===== config.mk =====
export PLATFORM = sky130hd
export DESIGN_NAME = rc_ppm_pwm_pulse_decoder
export DESIGN_NICKNAME = d
export VERILOG_FILES = /design/src/rtl/rcpd_pkg.sv /design/src/rtl/rcpd_cfg_regs.sv /design/src/rtl/rc_ppm_pwm_pulse_decoder.sv
export VERILOG_INCLUDE_DIRS = /design/src /design/src/rtl
export SDC_FILE = /design/constraint.sdc
export NUM_CORES = 1
export LEC_CHECK = 0
export BUFFER_PORTS_ARGS = -buffer_cell sky130_fd_sc_hd__buf_2
export CAP_MARGIN = 20
export CELL_PAD_IN_SITES_DETAIL_PLACEMENT = 0
export CELL_PAD_IN_SITES_GLOBAL_PLACEMENT = 1
export CORE_ASPECT_RATIO = 1.25
export CORE_MARGIN = 2
export CORE_UTILIZATION = 56
export CTS_CLUSTER_DIAMETER = 150
export CTS_CLUSTER_SIZE = 40
export DETAILED_ROUTE_END_ITERATION = 7
export PLACE_DENSITY_LB_ADDON = 0.1
export SETUP_SLACK_MARGIN = 0.05
export SLEW_MARGIN = 20
export SYNTH_ARGS = -nofsm -noshare
export SYNTH_HDL_FRONTEND = slang
export SYNTH_SLANG_ARGS = --single-unit

===== constraint.sdc =====
create_clock -name clk_i -period 11.1 [get_ports clk_i]
set_input_delay 1.665 -clock clk_i [delete_from_list [all_inputs] [get_ports clk_i]]
set_output_delay 1.665 -clock clk_i [all_outputs]
set_load 0.1 [all_outputs]

===== src/rtl/rc_ppm_pwm_pulse_decoder_assert.svh =====
// assertion macros for the rc pulse decoder
`ifndef RC_PPM_PWM_PULSE_DECODER_ASSERT_SVH
`define RC_PPM_PWM_PULSE_DECODER_ASSERT_SVH

// same-cycle implication, disabled while in reset
`define RCPD_ASSERT_IMPL(label, clk, rst_n, ante, cons) \
  label: assert property (@(posedge clk) disable iff (!rst_n) (ante) |-> (cons)) \
    else $error("rcpd assertion failed");

// next-cycle implication, disabled while in reset
`define RCPD_ASSERT_NEXT(label, clk, rst_n, ante, cons) \
  label: assert property (@(posedge clk) disable iff (!rst_n) (ante) |=> (cons)) \
    else $error("rcpd assertion failed");

`endif


===== src/rtl/rcpd_pkg.sv =====
// shared constants and types of the rc pulse decoder
package rcpd_pkg;

  localparam int NUM_CHANNELS  = 12;
  localparam int NUM_PWM_LINES = 8;

  localparam int TS_W       = 16;
  localparam int LINE_W     = 3;
  localparam int IDX_W      = 4;
  localparam int SLOT_W     = 4;
  localparam int CFG_IDX_W  = 3;
  localparam int CFG_DATA_W = 16;
  localparam int CH_IDX_W   = (NUM_CHANNELS > 1) ? $clog2(NUM_CHANNELS) : 1;
  localparam int LN_IDX_W   = (NUM_PWM_LINES > 1) ? $clog2(NUM_PWM_LINES) : 1;

  localparam logic [TS_W-1:0]   CENTRE_WIDTH = TS_W'(3000);
  localparam logic [SLOT_W-1:0] SLOT_MAX     = SLOT_W'(15);

  localparam logic MODE_PPM  = 1'b0;
  localparam logic FUNC_READ = 1'b1;

  // reset values of the setup registers
  localparam logic              RST_MODE      = MODE_PPM;
  localparam logic [SLOT_W-1:0] RST_CH_COUNT  = SLOT_W'(8);
  localparam logic [TS_W-1:0]   RST_SYNC_GAP  = TS_W'(5400);
  localparam logic [TS_W-1:0]   RST_MIN_WIDTH = TS_W'(1500);
  localparam logic [TS_W-1:0]   RST_MAX_WIDTH = TS_W'(4500);

  typedef enum logic [CFG_IDX_W-1:0] {
    CFG_MODE      = 3'd0,
    CFG_CH_COUNT  = 3'd1,
    CFG_SYNC_GAP  = 3'd2,
    CFG_MIN_WIDTH = 3'd3,
    CFG_MAX_WIDTH = 3'd4
  } cfg_idx_e;

  typedef struct packed {
    logic              mode;
    logic [SLOT_W-1:0] ppm_channel_count;
    logic [TS_W-1:0]   sync_gap;
    logic [TS_W-1:0]   min_width;
    logic [TS_W-1:0]   max_width;
  } cfg_t;

endpackage


===== src/rtl/rcpd_cfg_regs.sv =====
// setup register file of the rc pulse decoder
module rcpd_cfg_regs (
  input  logic                           clk_i,
  input  logic                           rst_ni,
  input  logic                           cfg_valid_i,
  output logic                           cfg_ready_o,
  input  logic [rcpd_pkg::CFG_IDX_W-1:0]  cfg_index_i,
  input  logic [rcpd_pkg::CFG_DATA_W-1:0] cfg_data_i,
  output rcpd_pkg::cfg_t                 cfg_o
);
  import rcpd_pkg::*;

  cfg_t cfg_q, cfg_d;

  assign cfg_ready_o = 1'b1;

  always_comb begin
    cfg_d = cfg_q;
    if (cfg_valid_i) begin
      unique case (cfg_index_i)
        CFG_MODE:      cfg_d.mode              = cfg_data_i[0];
        CFG_CH_COUNT:  cfg_d.ppm_channel_count = cfg_data_i[SLOT_W-1:0];
        CFG_SYNC_GAP:  cfg_d.sync_gap          = cfg_data_i[TS_W-1:0];
        CFG_MIN_WIDTH: cfg_d.min_width         = cfg_data_i[TS_W-1:0];
        CFG_MAX_WIDTH: cfg_d.max_width         = cfg_data_i[TS_W-1:0];
        default:       cfg_d = cfg_q; // unmapped index, write dropped
      endcase
    end
  end

  always_ff @(posedge clk_i or negedge rst_ni) begin
    if (!rst_ni) begin
      cfg_q.mode              <= RST_MODE;
      cfg_q.ppm_channel_count <= RST_CH_COUNT;
      cfg_q.sync_gap          <= RST_SYNC_GAP;
      cfg_q.min_width         <= RST_MIN_WIDTH;
      cfg_q.max_width         <= RST_MAX_WIDTH;
    end else begin
      cfg_q <= cfg_d;
    end
  end

  assign cfg_o = cfg_q;

endmodule


===== src/rtl/rc_ppm_pwm_pulse_decoder.sv =====
// top level of the rc ppm / pwm pulse decoder
// registers from input transfer to result transfer: input register, then result register
// throughput: one item per cycle while the result side does not stall; state update and result share a single pass
// reset: widths to 3000, slot/edge/capture state to zero, setup to defaults, no sweep
`include "rc_ppm_pwm_pulse_decoder_assert.svh"

module rc_ppm_pwm_pulse_decoder (
  input  logic                            clk_i,
  input  logic                            rst_ni,
  // setup write channel
  input  logic                            cfg_valid_i,
  output logic                            cfg_ready_o,
  input  logic [rcpd_pkg::CFG_IDX_W-1:0]  cfg_index_i,
  input  logic [rcpd_pkg::CFG_DATA_W-1:0] cfg_data_i,
  // input item channel
  input  logic                            in_valid_i,
  output logic                            in_stall_o,
  input  logic                            func_i,
  input  logic [rcpd_pkg::LINE_W-1:0]     capture_line_i,
  input  logic [rcpd_pkg::TS_W-1:0]       timestamp_i,
  input  logic [rcpd_pkg::IDX_W-1:0]      read_index_i,
  // result channel
  output logic                            out_valid_o,
  input  logic                            out_stall_i,
  output logic [rcpd_pkg::TS_W-1:0]       width_o,
  output logic                            stored_o,
  output logic [rcpd_pkg::IDX_W-1:0]      channel_o
);
  import rcpd_pkg::*;

  cfg_t cfg;

  rcpd_cfg_regs u_cfg (
    .clk_i       (clk_i),
    .rst_ni      (rst_ni),
    .cfg_valid_i (cfg_valid_i),
    .cfg_ready_o (cfg_ready_o),
    .cfg_index_i (cfg_index_i),
    .cfg_data_i  (cfg_data_i),
    .cfg_o       (cfg)
  );

  // ---------------------------------------------------------------
  // handshake: input register feeds the result register, which acts
  // as the output stage; a held result only stalls the input side
  // when the input register is also occupied
  // ---------------------------------------------------------------
  logic s1_valid_q, s1_valid_d;
  logic out_valid_q, out_valid_d;
  logic out_free, advance, in_xfer;

  assign out_free   = !out_valid_q || !out_stall_i;
  assign advance    = s1_valid_q && out_free;
  assign in_stall_o = s1_valid_q && !out_free;
  assign in_xfer    = in_valid_i && !in_stall_o;

  always_comb begin
    s1_valid_d = s1_valid_q;
    if (in_xfer) begin
      s1_valid_d = 1'b1;
    end else if (advance) begin
      s1_valid_d = 1'b0;
    end
    out_valid_d = out_valid_q;
    if (advance) begin
      out_valid_d = 1'b1;
    end else if (out_valid_q && !out_stall_i) begin
      out_valid_d = 1'b0;
    end
  end

  // input register payload
  logic              s1_func_q;
  logic [LINE_W-1:0] s1_line_q;
  logic [TS_W-1:0]   s1_ts_q;
  logic [IDX_W-1:0]  s1_idx_q;

  always_ff @(posedge clk_i) begin
    if (in_xfer) begin
      s1_func_q <= func_i;
      s1_line_q <= capture_line_i;
      s1_ts_q   <= timestamp_i;
      s1_idx_q  <= read_index_i;
    end
  end

  // ---------------------------------------------------------------
  // decoder state
  // ---------------------------------------------------------------
  logic [TS_W-1:0]   widths_q [NUM_CHANNELS];
  logic [TS_W-1:0]   widths_d [NUM_CHANNELS];
  logic [TS_W-1:0]   rise_q   [NUM_PWM_LINES];
  logic [TS_W-1:0]   rise_d   [NUM_PWM_LINES];
  logic [NUM_PWM_LINES-1:0] line_high_q, line_high_d;
  logic [TS_W-1:0]   cur_cap_q, cur_cap_d;   // last ppm capture
  logic [SLOT_W-1:0] slot_q, slot_d;         // ppm slot, saturates at SLOT_MAX

  // single-pass item logic
  logic [TS_W-1:0]     gap;
  logic [TS_W-1:0]     pwm_w;
  logic [LN_IDX_W-1:0] ln;
  logic                ppm_in_window;
  logic [TS_W-1:0]     res_width;
  logic                res_stored;
  logic [IDX_W-1:0]    res_channel;

  assign ln    = s1_line_q[LN_IDX_W-1:0];
  assign gap   = s1_ts_q - cur_cap_q;          // wraps mod 2^16
  assign pwm_w = s1_ts_q - rise_q[ln];         // wraps mod 2^16
  assign ppm_in_window = (gap > cfg.min_width) && (gap < cfg.max_width) &&
                         (slot_q < cfg.ppm_channel_count) &&
                         (32'(slot_q) < NUM_CHANNELS);

  always_comb begin
    widths_d    = widths_q;
    rise_d      = rise_q;
    line_high_d = line_high_q;
    cur_cap_d   = cur_cap_q;
    slot_d      = slot_q;
    res_width   = '0;
    res_stored  = 1'b0;
    res_channel = '0;

    if (s1_func_q == FUNC_READ) begin
      // read: out-of-range index returns zero width, echoes the index
      if (32'(s1_idx_q) < NUM_CHANNELS) begin
        res_width = widths_q[s1_idx_q[CH_IDX_W-1:0]];
      end
      res_channel = s1_idx_q;
    end else if (cfg.mode == MODE_PPM) begin
      cur_cap_d = s1_ts_q;
      if (gap > cfg.sync_gap) begin
        // frame sync: restart at slot zero
        slot_d = '0;
      end else begin
        if (ppm_in_window) begin
          widths_d[slot_q[CH_IDX_W-1:0]] = gap;
          res_width   = gap;
          res_stored  = 1'b1;
          res_channel = IDX_W'(slot_q);
        end
        if (slot_q < SLOT_MAX) begin
          slot_d = slot_q + 1'b1;
        end
      end
    end else if (32'(s1_line_q) < NUM_PWM_LINES) begin
      if (!line_high_q[ln]) begin
        // rising edge: remember the time
        rise_d[ln]      = s1_ts_q;
        line_high_d[ln] = 1'b1;
      end else begin
        // falling edge: store the pulse width if the line has a channel
        line_high_d[ln] = 1'b0;
        if (32'(s1_line_q) < NUM_CHANNELS) begin
          widths_d[CH_IDX_W'(s1_line_q)] = pwm_w;
          res_width   = pwm_w;
          res_stored  = 1'b1;
          res_channel = IDX_W'(s1_line_q);
        end
      end
    end
  end

  // state and control registers
  always_ff @(posedge clk_i or negedge rst_ni) begin
    if (!rst_ni) begin
      for (int i = 0; i < NUM_CHANNELS; i++) begin
        widths_q[i] <= CENTRE_WIDTH;
      end
      for (int j = 0; j < NUM_PWM_LINES; j++) begin
        rise_q[j] <= '0;
      end
      line_high_q <= '0;
      cur_cap_q   <= '0;
      slot_q      <= '0;
      s1_valid_q  <= 1'b0;
      out_valid_q <= 1'b0;
    end else begin
      s1_valid_q  <= s1_valid_d;
      out_valid_q <= out_valid_d;
      if (advance) begin
        widths_q    <= widths_d;
        rise_q      <= rise_d;
        line_high_q <= line_high_d;
        cur_cap_q   <= cur_cap_d;
        slot_q      <= slot_d;
      end
    end
  end

  // result register payload
  logic [TS_W-1:0]  width_q;
  logic             stored_q;
  logic [IDX_W-1:0] channel_q;

  always_ff @(posedge clk_i) begin
    if (advance) begin
      width_q   <= res_width;
      stored_q  <= res_stored;
      channel_q <= res_channel;
    end
  end

  assign out_valid_o = out_valid_q;
  assign width_o     = width_q;
  assign stored_o    = stored_q;
  assign channel_o   = channel_q;

  // ---------------------------------------------------------------
  // assertions
  // ---------------------------------------------------------------
  // a stored width always names a real channel
  `RCPD_ASSERT_IMPL(a_stored_channel_range, clk_i, rst_ni,
                    out_valid_q && stored_q, 32'(channel_q) < NUM_CHANNELS)
  // an item held back by a stalled result is not lost
  `RCPD_ASSERT_NEXT(a_hold_input_item, clk_i, rst_ni,
                    in_stall_o, s1_valid_q)
  // a ppm sync gap restarts the frame at slot zero
  `RCPD_ASSERT_NEXT(a_sync_resets_slot, clk_i, rst_ni,
                    advance && (s1_func_q != FUNC_READ) && (cfg.mode == MODE_PPM) &&
                    (gap > cfg.sync_gap), slot_q == '0)

endmodule


==> results of run 1 <==
flip-flops by register name, summed over array words and instances, names as in the netlist, 3 cells and up, named ones only:
| name | cells |
|---|---|
| u_cfg.cfg_o | 53 |
| width_o | 16 |
| rise_q | 128 |
| s1_idx_q | 4 |
| ln | 3 |
| channel_o | 4 |
| s1_ts_q | 16 |
| slot_q | 4 |
| widths_q | 192 |
| cur_cap_q | 16 |
power by group:
part / switching [uW] / leakage (uW) / internal, uW
Clock: 507 / 0.000207 / 266
Combinational: 1340 / 0.00471 / 800
Sequential: 203 / 0.00542 / 2070
per-stage QoR:
step                area [sq um]  cells
global route               24200   2467
CTS                        24200   2467
finish                     24200   2467
detailed placement         23800   2442
floorplan                  22900   1912
global placement           23700   2442
logic make-up (layout without fill, tap and decap cells):
family	count (synthesis)	in the layout
and+or+nand+nor	287	287
AOI/OAI and AO/OA	561	561
muxes	277	277
adders and majority gates	86	86
DFF	448	448
xor gates and xnor gates	26	26
other	1	1
buffers and inverters	226	235
cells in the mapped netlist (4+ instances only):
cell,n
a211oi_1,12
a21o_1,14
a21oi_1,69
a221oi_1,25
a22o_1,58
a22oi_1,123
a31oi_1,4
and2_1,15
and3_1,20
and4_1,4
buf_1,12
buf_2,10
buf_4,15
clkbuf_1,89
dfrtp_1,301
dfstp_2,102
edfxtp_1,45
ha_1,84
inv_1,96
mux2_1,40
mux2_2,170
mux2i_1,17
mux4_2,50
nand2_1,97
nand2_2,9
nand2b_1,10
nand3_1,19
nand4_1,11
nor2_1,53
nor2b_1,12
nor3_1,11
nor3b_1,5
o211ai_1,4
o21a_1,6
o21ai_0,86
o21ai_2,8
o21bai_1,4
o22ai_1,48
o2bb2ai_1,74
or2_2,4
or3_1,5
xnor2_1,18
xor2_1,8
worst max-delay path by stage:
stage / start / end / slack, ns / cells past startpoint
CTS: s1_ts_q[0]$_DFFE_PP_ / widths_q[48]$_DFFE_PN0P_ / 3.81 / 19
finish: s1_ts_q[0]$_DFFE_PP_ / widths_q[50]$_DFFE_PN0P_ / 3.82 / 19
floorplan: s1_ts_q[0]$_DFFE_PP_ / widths_q[10]$_DFFE_PN0P_ / 5.95 / 22
global placement: s1_ts_q[0]$_DFFE_PP_ / widths_q[49]$_DFFE_PN0P_ / 4.09 / 19
detailed placement: s1_ts_q[0]$_DFFE_PP_ / widths_q[48]$_DFFE_PN0P_ / 3.84 / 19
global route: s1_ts_q[0]$_DFFE_PP_ / widths_q[50]$_DFFE_PN0P_ / 3.01 / 19
per-layer routing:
layer,vias up,global-route usage (%)
met5,-,0
met4,0,10.8
met3,120,3.74
met2,513,51.2
met1,8310,39.0
li1,7171,-
area by class of cell:
type / count / area (sq um)
clock buffers: 24 / 409
clock inverters: 1 / 30.0
fillers: 3374 / 16000
inverters: 96 / 360
multi-input cells: 1238 / 10500
flip-flops and latches: 448 / 11600
well taps: 546 / 683
repair buffers: 114 / 698
==> summary.md, run 1 <==
| Metric | Value |
|---|---|
| Worst Setup Start Kind | `register` |
| Syn Inst Count | `about 1900` |
| Peak supply drop | `170 uV` |
| Worst Hold Launch | `widths_q[75]$_DFFE_PN1P_` |
| Hold_ws | `approximately 0.5 ns` |
| Fin worst setup slack | `approximately 3.8 ns` |
| CP Capture Type | `register` |
| Actual slew at the worst max-slew pin | `1.12 ns` |
| ANT cells | `0` |
| Final setup fails | `0` |
| Most frequent cells in the layout | `dfrtp_1 (301), mux2_2 (170), a22oi_1 (123), dfstp_2 (102), nand2_1 (97)` |
| Synth top area share | `32.9%` |
| Setup Total Neg Slack | `0 ns` |
| H-tree Lvls | `1` |
| Worst r2r src | `s1_ts_q[0]$_DFFE_PP_` |
| Synth area leader | `dfrtp_1` |
| DR vias | `16100` |
| Setup Fix Bufs, Post-CTS | `0` |
| Synth top area cells | `dfrtp_1 (33%), dfstp_2 (12%), mux2_2 (8.4%)` |
| Port Buffer Count | `70` |
| RR Endpoint | `widths_q[50]$_DFFE_PN0P_` |
| Final antenna-violating net count | `0` |
| Top cell by count, worst path | `inv_1` |
| Starting density of the core | `a little under three fifths` |
| Clk_skew | `between 0.06 and 0.07 ns` |
| Slowest CP cell | `and4_1` |
| Root Driver | `clkbuf_16` |
| DIE WIDTH | `roughly 180 um` |
| Max-slew violation count | `0` |
| Post-synthesis simple-gate area fraction | `6.18%` |
| Layout area overhead | `5.61%` |
| Power per cell area | `about 210 nW/um^2` |
| Synth Area in Adders | `under 10%` |
| Crit-path max cell delay | `0.93 ns` |
| Core Box Area | `between 40000 and 50000 sq um` |
| Hold path endpoint | `widths_q[75]$_DFFE_PN1P_` |
| CTS resizes | `0` |
| CTS tree | `built` |
| Post-Syn Area per Cell | `between 10 and 15 sq um` |
| Unrepaired setup endpoints after global routing | `false` |
| Routed met1 length | `25600 um` |
| Xor/xnor cell area share of the yosys netlist | `less than 1%` |
| Reg2Reg Depth | `19` |
| Synthesized cell area | `about 23000 sq um` |
| Antenna violations before repair | `0` |
| Buf/Inv on CP | `3` |
| CTS max path bufs | `3` |
| GR Util All Layers | `between 20% and 30%` |
| Die Ht | `about 230 um` |
| Routed WL | `~63000 um` |
| Most common cell after layout, fill and taps aside | `dfrtp_1` |
| 1st-iter DRT viols | `between 1000 and 1500` |
| Cts hold-fix bufs | `0` |
| Maximum fanout along the worst path | `25` |
| Max_cap viols | `0` |
| Site row count | `82` |
| Share of layout cells above drive strength 1 | `25.6%` |
| Wire length on met2 | `~31000 um` |
| Via density | `around 6.5` |
| Final critical-path required period | `between 7 and 8 ns` |
| Predominant post-synthesis flop cell | `dfrtp_1` |
| First-pass GRT wire length | `around 98000 um` |
| Initial DRT Pass Iterations | `5` |
| Status | `finished, final reports clean` |
| Drt wl/cell | `about 25 um` |
| Largest net degree at the start of global routing | `around 110` |
| Fin crit share | `about two thirds` |
| Wire length on met3 | `~3400 um` |
| Top Ports | `72` |
| Die footprint | `between 40000 and 50000 sq um` |
| R2R setup slack | `about 3.8 ns` |
| Pre-CTS setup slack | `3.84 ns` |
| GRT overflow | `0` |
| # nets final | `slightly above 2000` |
| Residual DRC | `0` |
| CP required | `approximately 12 ns` |
| Num Clock Sinks | `between 400 and 500` |
| Worst Hold Class | `reg -> reg` |
| YS warnings | `0` |
| Syn nets | `~2000` |
| Share of synthesized registers carrying an async set or reset | `about nine tenths` |
| Largest family of logic cells by synthesized area | `compound AO/OA/AOI/OAI gates` |
| Seq cells post-synth | `448` |
| Final total power | `between 5000 and 6000 uW` |
| Hold Path Depth | `1` |
| Mux contribution to synthesized area | `between 15 and 20%` |
| Critical path arrival | `7.75 ns` |
| Final Util | `between 60% and 70%` |
| Worst slew margin | `between 20% and 30%` |
| DP HPWL | `41100 um` |
| CP Class | `reg -> reg` |
| Highest Clock Rate | `roughly 140 MHz` |
| Compound-Gate Fraction of Synth Area | `between 15 and 20%` |
| Final GP Congestion | `0.848` |
| Clock latency on the worst-skew pair | `0.57 ns` |
| Register area share after synthesis | `between 50% and 60%` |
| Num CTS Buffers | `15` |
| Crit-path leading delay family | `simple AND/OR/NAND/NOR gates` |
| Cell Chain, Critical Path | `inv_1 -> ha_1 -> inv_1 -> fa_1 -> a211oi_1 -> nor2_1 -> o41ai_1 -> and2_1 -> o21ai_0 -> xnor2_1 -> inv_1 -> ha_1 -> nand4_1 -> nor4_1 -> nor3_1 -> a211oi_1 -> and2_1 -> and4_1 -> mux2_2` |
| Post-synth EDFFs | `45` |
| Vias in the first global route | `~17000` |
| Clock Pin Slew Worst Setup and Hold Paths | `0.15 ns` |
| Uppermost layer routed | `met4` |
| Leak pwr | `0.0103 uW` |
| Fin. Hold Viols | `0` |
| Synth cell types | `71` |
Note: power is estimated with default switching activity, not from simulation.
==> run 2, diff against run 1 <==
--- a/config.mk
+++ b/config.mk
@@ -12,7 +12,7 @@
 export CELL_PAD_IN_SITES_GLOBAL_PLACEMENT = 1
 export CORE_ASPECT_RATIO = 1.25
 export CORE_MARGIN = 2
-export CORE_UTILIZATION = 56
+export CORE_UTILIZATION = 47
 export CTS_CLUSTER_DIAMETER = 150
 export CTS_CLUSTER_SIZE = 40
 export DETAILED_ROUTE_END_ITERATION = 7
==> constraint.sdc (replaced) <==
create_clock -name clk_i -period 6.7 [get_ports clk_i]
set_input_delay 1.005 -clock clk_i [delete_from_list [all_inputs] [get_ports clk_i]]
set_output_delay 1.005 -clock clk_i [all_outputs]
set_load 0.1 [all_outputs]
==> run 2 against run 1 <==
  * Sequential power grew 66%
  * Setup slack lost 3.2 ns
  * Critical path type unchanged
  * Design area grew 1.2%
  * Highest routed layer unchanged
==> summary.md, run 2 (synthesis results as in run 1) <==
| Metric | Value |
|---|---|
| Residual DRC | `0` |
| CP Class | `reg -> reg` |
| Most common cell after layout, fill and taps aside | `dfrtp_1` |
| Final GP Congestion | `about 0.84` |
| Combinational Power Share | `a little over two fifths` |
| Fin crit share | `90.8%` |
| Layout area overhead | `6.87%` |
| Vias in the first global route | `16600` |
| DP HPWL | `approximately 45000 um` |
| Most frequent cells in the layout | `dfrtp_1 (301), mux2_2 (170), a22oi_1 (123), dfstp_2 (102), nand2_1 (97)` |
| Fin. Hold Viols | `0` |
| Final critical-path required period | `a little over 6 ns` |
| 1st-iter DRT viols | `roughly 1200` |
| Routed WL | `about 66000 um` |
| Critical path arrival | `between 6 and 7 ns` |
| Hold_ws | `0.336 ns` |
| Max_cap viols | `0` |
| Cts hold-fix bufs | `0` |
| DR vias | `roughly 16000` |
| H-tree Lvls | `1` |
| Leak pwr | `approximately 0.010 uW` |
| Die footprint | `slightly above 50000 sq um` |
| Core Box Area | `a little under 50000 sq um` |
| Power per cell area | `357 nW/um^2` |
| Clock latency on the worst-skew pair | `about 0.57 ns` |
| Pint | `between 5000 and 6000 uW` |
| Actual slew at the worst max-slew pin | `about 1.1 ns` |
| Root Driver | `clkbuf_16` |
| Drt wl/cell | `25.6 um` |
| Share of layout cells above drive strength 1 | `a little over a quarter` |
| Initial DRT Pass Iterations | `5` |
| Num CTS Buffers | `15` |
| GR Util All Layers | `roughly a quarter` |
| Worst Setup Start Kind | `register` |
| Site row count | `90` |
| Clk_skew | `approximately 0.064 ns` |
| Number of flip-flops in the largest register | `192` |
| Antenna violations before repair | `0` |
| Largest Register | `widths_q` |
| Num Clock Sinks | `448` |
| Max-slew violation count | `0` |
| Top Ports | `72` |
| CP Capture Type | `register` |
| Worst slew margin | `24.7%` |
| Sw frac | `about two fifths` |
| DIE WIDTH | `between 200 and 250 um` |
| Peak supply drop | `250 uV` |
| Die Ht | `251 um` |
| Psw | `about 3500 uW` |
| Final antenna-violating net count | `0` |
| CTS resizes | `0` |
| Clock Pin Slew Worst Setup and Hold Paths | `0.14 ns` |
| GRT overflow | `0` |
| Setup Total Neg Slack | `0 ns` |
| CTS tree | `built` |
| Setup Fix Bufs, Post-CTS | `0` |
| ANT cells | `0` |
| Status | `finished, final reports clean` |
| Maximum fanout along the worst path | `16` |
| Via density | `approximately 6.2` |
| Multi-input logic area | `approximately 10000 sq um` |
| Worst Hold Class | `in -> async` |
| Sequential share of power | `43.1%` |
| Largest net degree at the start of global routing | `144` |
| Fillcell total | `between 4000 and 5000` |
| Unrepaired setup endpoints after global routing | `false` |
| CP required | `approximately 7.2 ns` |
| Final setup fails | `0` |
| # nets final | `approximately 2100` |
| First-pass GRT wire length | `slightly above 100000 um` |
| Starting density of the core | `47.6%` |
| CTS max path bufs | `3` |
| Clk pwr share | `14.9%` |
| Port Buffer Count | `70` |
| Highest Clock Rate | `approximately 160 MHz` |
| Register area | `approximately 12000 sq um` |
run 2: cell types whose count changed in the layout (fill, tap and decap cells not counted):
cell,change
buf_4,+16
nor3_1,+1
xnor2_1,-2
a21oi_1,+1
buf_12,+2
nor3_2,-1
xnor2_2,+2
and2_1,+1
and2_0,-1
a21oi_2,-1
run 2: critical path: stages, from the launching register on:
cell and delay, ns:
edfxtp_1 0.41, inv_1 0.22, ha_1 0.24, inv_1 0.06
fa_1 0.42, a211oi_1 0.23, nor2_1 0.14, o41ai_1 0.39
and2_1 0.22, o21ai_0 0.10, xnor2_1 0.36, inv_1 0.29
ha_1 0.37, nand4_1 0.12, or4_1 0.57, a21o_1 0.18
a31oi_2 0.27, and2_1 0.46, and4_1 0.28, buf_4 0.27
mux2_2 0.37
run 2: power groups by stage:
stage | sequential [uW] | clock (uW) | combinational [uW]
after floorplan | 3830 | 0 | 2280
after CTS | 3760 | 1350 | 3640
final | 3770 | 1300 | 3680
after detailed placement | 3810 | 0 | 3630
after global routing | 3830 | 1440 | 3990
after global placement | 3790 | 0 | 3570
run 2: final timing paths:
| check | startpoint | end | slack (ns) | cells after the start |
|---|---|---|---|---|
| min in group clk_i | s1_valid_q$_DFFE_PN0P_ | out_valid_o$_DFFE_PN0P_ | 0.49 | 1 |
| max | s1_ts_q[0]$_DFFE_PP_ | widths_q[1]$_DFFE_PN0P_ | 0.62 | 20 |
| max reg2reg | s1_ts_q[0]$_DFFE_PP_ | widths_q[1]$_DFFE_PN0P_ | 0.62 | 20 |
| min reg2reg | s1_valid_q$_DFFE_PN0P_ | out_valid_o$_DFFE_PN0P_ | 0.49 | 1 |
| min | rst_ni | u_cfg.cfg_o[10]$_DFFE_PN0P_ | 0.34 | 1 |
| max in group asynchronous | rst_ni | rise_q[58]$_DFFE_PN0P_ | 5.08 | 2 |
run 2: per-layer routing:
layer	wire [um]	track usage, %	up-vias
met4	1860	7.42	0
met5	0	0	-
met1	28100	35.6	8323
li1	-	-	7216
met2	32700	45.5	461
met3	3370	2.99	83
run 2: final cells by class:
class                           count  area share, %
Multi-Input combinational cell   1238           42.7
Sequential cell                   448           47.2
Tap cell                          644           3.29
Clock inverter                      1          0.123
Inverter                           96           1.47
Clock buffer                       24           1.67
Timing Repair Buffer              132           3.50
run 2: per-stage QoR:
stage                     cell area [sq um]  cells  worst slack, ns  utilization (%)  total power (uW)
after floorplan                       22900   1912             1.55                -              6100
after global placement                24000   2556            0.765             49.9              7360
after detailed placement              24000   2557            0.644             49.9              7440
after CTS                             24500   2582            0.611             50.8              8740
after global routing                  24500   2583            0.287             50.8              9270
final                                 24500   2583            0.618             50.8              8740
